[src/gbcs_pkg.sv]
package gbcs_pkg;

  // Grid and point-space geometry
  localparam int GRID_BITS  = 8;
  localparam int POINT_BITS = 22;

  // Field widths
  localparam int CMD_W   = 2;
  localparam int COORD_W = 32;
  localparam int IDX_W   = 16;
  localparam int RANK_W  = 16;
  localparam int CNT_W   = 16;
  localparam int DEST_W  = POINT_BITS;
  localparam int TOT_W   = POINT_BITS + 1;

  // Cell address width inside the block
  localparam int CELL_W = 2 * GRID_BITS;

  // Width of the shared saturating adder
  localparam int ALU_W = (TOT_W > CNT_W) ? TOT_W : CNT_W;

  // Saturation limits on the adder's scale
  localparam logic [ALU_W-1:0] CNT_MAX   = ALU_W'({CNT_W{1'b1}});
  localparam logic [ALU_W-1:0] TOTAL_CAP = ALU_W'(1) << POINT_BITS;
  localparam logic [ALU_W-1:0] DEST_MAX  = TOTAL_CAP - ALU_W'(1);

  // Last cell address
  localparam logic [CELL_W-1:0] CELL_LAST = {CELL_W{1'b1}};

  // Command codes
  typedef enum logic [CMD_W-1:0] {
    CMD_BIN   = 2'd0,
    CMD_ALLOC = 2'd1,
    CMD_PLACE = 2'd2,
    CMD_NOP   = 2'd3
  } cmd_e;

endpackage

[src/gbcs_sat_add.sv]
module gbcs_sat_add (
  input  logic [gbcs_pkg::ALU_W-1:0]  a_i,
  input  logic [gbcs_pkg::CNT_W-1:0]  b_i,
  input  logic [gbcs_pkg::ALU_W-1:0]  cap_i,
  output logic [gbcs_pkg::ALU_W-1:0]  res_o,
  output logic                        sat_o
);

  logic [gbcs_pkg::ALU_W:0] sum;

  // Add, compare against the cap, clamp
  always_comb begin
    sum   = {1'b0, a_i} + (gbcs_pkg::ALU_W + 1)'(b_i);
    sat_o = sum > {1'b0, cap_i};
    res_o = sat_o ? cap_i : sum[gbcs_pkg::ALU_W-1:0];
  end

endmodule

[config.mk]
export PLATFORM = sky130hd
export DESIGN_NAME = gbcs_sat_add
export DESIGN_NICKNAME = d
export VERILOG_FILES = /design/src/gbcs_pkg.sv /design/src/gbcs_sat_add.sv
export SDC_FILE = /design/constraint.sdc
export NUM_CORES = 1
export LEC_CHECK = 0
export BUFFER_PORTS_ARGS = -buffer_cell sky130_fd_sc_hd__buf_2
export CORE_ASPECT_RATIO = 1.5
export CORE_MARGIN = 3
export CORE_UTILIZATION = 47
export DETAILED_ROUTE_END_ITERATION = 12
export GPL_ROUTABILITY_DRIVEN = 0
export PLACE_DENSITY = 0.9
export SLEW_MARGIN = 20
export SYNTH_ARGS = -nofsm -noshare
export SYNTH_HDL_FRONTEND = slang
export SYNTH_SLANG_ARGS = --single-unit
[constraint.sdc]
create_clock -name vclk -period 13.65
set_input_delay 2.73 -clock vclk [all_inputs]
set_output_delay 2.73 -clock vclk [all_outputs]
set_load 0.05 [all_outputs]
==> impl_metrics.yaml <==
layout:
  regArea_sq_um: 0
  diodes: 0
  area_delta_synth_final_pct: 20.8
  final_common_cell: "buf_2"
  nClkBuffers: 0
  final_util_pct: 60.4
  layout_common_cells: "buf_2, ha_1, inv_1"
  num-fill-cells: 390
  fin_nets: 459
  drive_above_1_share_pct: 33.2
  seq_cell_count: 0
pwr:
  totalPowerFinal_mw: 0.180
  ir_drop_v: 0.0000722
  leakage_nw: 1.25
  p_per_area_nw_per_um2: 73.2
die:
  initial_utilization_pct: 50.0
  rows: 28
  fp.dieW_um: 59.7
  die_area_sq_um: 5160
  coreArea_sq_um: 4060
  ios: 86
  dieHeight_um: 86.5
min_path:
  hp-class: "in2out"
timing:
  fin_setup_tns_ps: 0
  finalSetupViolations: 0
  rsz0062_at_grt: "no"
  fin_crit_sh_pct: 72.4
  max-slew-margin-rel_pct: 46.4
  fin_crit_ps: 9890
  worst_slew_pin_slew_ps: 799
  finalHoldViolCount: 0
  fmax_mhz: 101
  slew_violations: 0
synth:
  synthTopCellsByArea: "ha_1, mux2_2, a21oi_1"
  synth-seq-area-share_pct: 0
  synth_cell_types: 59
  synth_top_cell_area_share_pct: 24.0
  ys_warn_count: 0
  synth_top_cell_by_area: "ha_1"
  syn_area_sq_um: 2030
  netlist_instances: 276
  syn-num-nets: 378
  postSynthAreaPerCell_sq_um: 7.36
setup_path:
  critPathMaxStageDelay_ps: 540
  startpoint_type: "input pin"
  slowest_stage: "a2111oi_4"
  worstPathArrival_ps: 7160
  crit_type: "in2out"
  cp_max_fo: 21
  endpoint_kind: "output port"
  cp.required_ps: 10920
  cp_cell_sequence: "buf_2 > ha_1 > a211oi_4 > nor3_4 > nor4bb_4 > o21ai_2 > a2111oi_4 > or4_1 > nand2_1 > ha_1 > nand3_1 > a2bb2oi_1 > a21oi_1 > o21ai_0 > nand2_1 > nor2_4 > inv_2 > o31ai_2 > buf_2"
placement:
  portBuffers: 86
  hpwl_um: 4920
global_routing:
  overflow: 0
  grt.total_usage_pct: 22.2
  grt_pass1_vias: 2408
  grt_max_degree: 22
  grt_pass1_wl_um: 9610
  antenna_found_initial: 0
route:
  detail_route.first_pass.iterations: 4
  wl_um: 5660
  viasPerCell: 5.96
  drt_iter0_drc: 131
  num_vias: 2382
  drc: 0
  detail-route-antenna-nets: 0
  wl_per_cell_um: 14.2
clock_tree:
  cts_resized: 0
  postCtsHoldBufs: 0
  cts_setup_buffers: 0
run:
  cap_viol_max_count: 0
run_status:
  status: "completed"
cells by family (layout without fill, tap and decap cells):
| family | after synthesis | in the layout | synth area share [%] |
|---|---|---|---|
| adder cells (fa/ha/maj) | 40 | 40 | 25.0 |
| AO/OA/AOI/OAI | 91 | 91 | 31.7 |
| AND/OR/NAND/NOR | 82 | 82 | 23.0 |
| multiplexers | 12 | 12 | 6.65 |
| XOR/XNOR | 10 | 10 | 4.31 |
| buffers and inverters | 41 | 120 | 9.42 |
metrics by stage:
step                      std cells  hold slack, ps  setup slack (ps)  cell area (sq um)
final                           400            5900              3760               2450
after global routing            400            5930              3320               2450
after CTS                       400            5910              3790               2450
after detailed placement        400            5910              3820               2450
after global placement          400            5900              3880               2450
after floorplan                 276            5740              3810               2030
layer usage:
layer	vias up	global-route usage (%)	part of all wire (%)
met4	0	4.03	1.7
li1	1190	-	-
met3	10	1.04	5.3
met1	1103	23.1	36
met5	-	0	0
met2	79	46.0	57
synth_stat cells (2+ instances only):
master	count
o31ai_1	3
o21bai_1	2
nand4_1	5
or4_1	3
buf_6	3
xnor2_1	8
o311ai_0	4
nor4_1	2
nor2b_1	5
o21ai_0	18
o31ai_2	3
and3_2	2
a21boi_0	2
o211ai_1	2
mux2_2	12
inv_1	32
nand2_1	19
xor2_1	2
inv_2	2
ha_1	39
a21o_1	4
o2111ai_1	4
or2_2	2
nor3_1	4
nand2b_1	3
nand3_1	12
o21ai_1	2
a211oi_1	4
nor2_1	13
o21a_1	5
a21oi_1	24
and3_1	2
a31oi_1	3
worst paths after layout:
kind,startpoint,end,slack (ps),cells past startpoint
worst max-delay path,a_i[7],res_o[13],3760,19
worst min-delay path,cap_i[0],res_o[0],5900,4
power by group:
group | total (mW) | internal [mW] | switching [mW]
clock | 0 | 0 | 0
sequential | 0 | 0 | 0
combinational | 0.180 | 0.0611 | 0.119
critical path, delay by kind of cell:
family | cells | cell delay, ps
buffers and inverters | 3 | 530
adder cells (fa/ha/maj) | 2 | 720
AND/OR/NAND/NOR | 7 | 1490
AO/OA/AOI/OAI | 7 | 1700
final cells by class:
class	count	area (sq um)	share of cell area, %
Multi-Input combinational cell	235	1840	75.0
Timing Repair Buffer	86	430	17.5
Inverter	34	128	5.20
Tap cell	45	56.3	2.29
(Power assumes the default switching activity.)
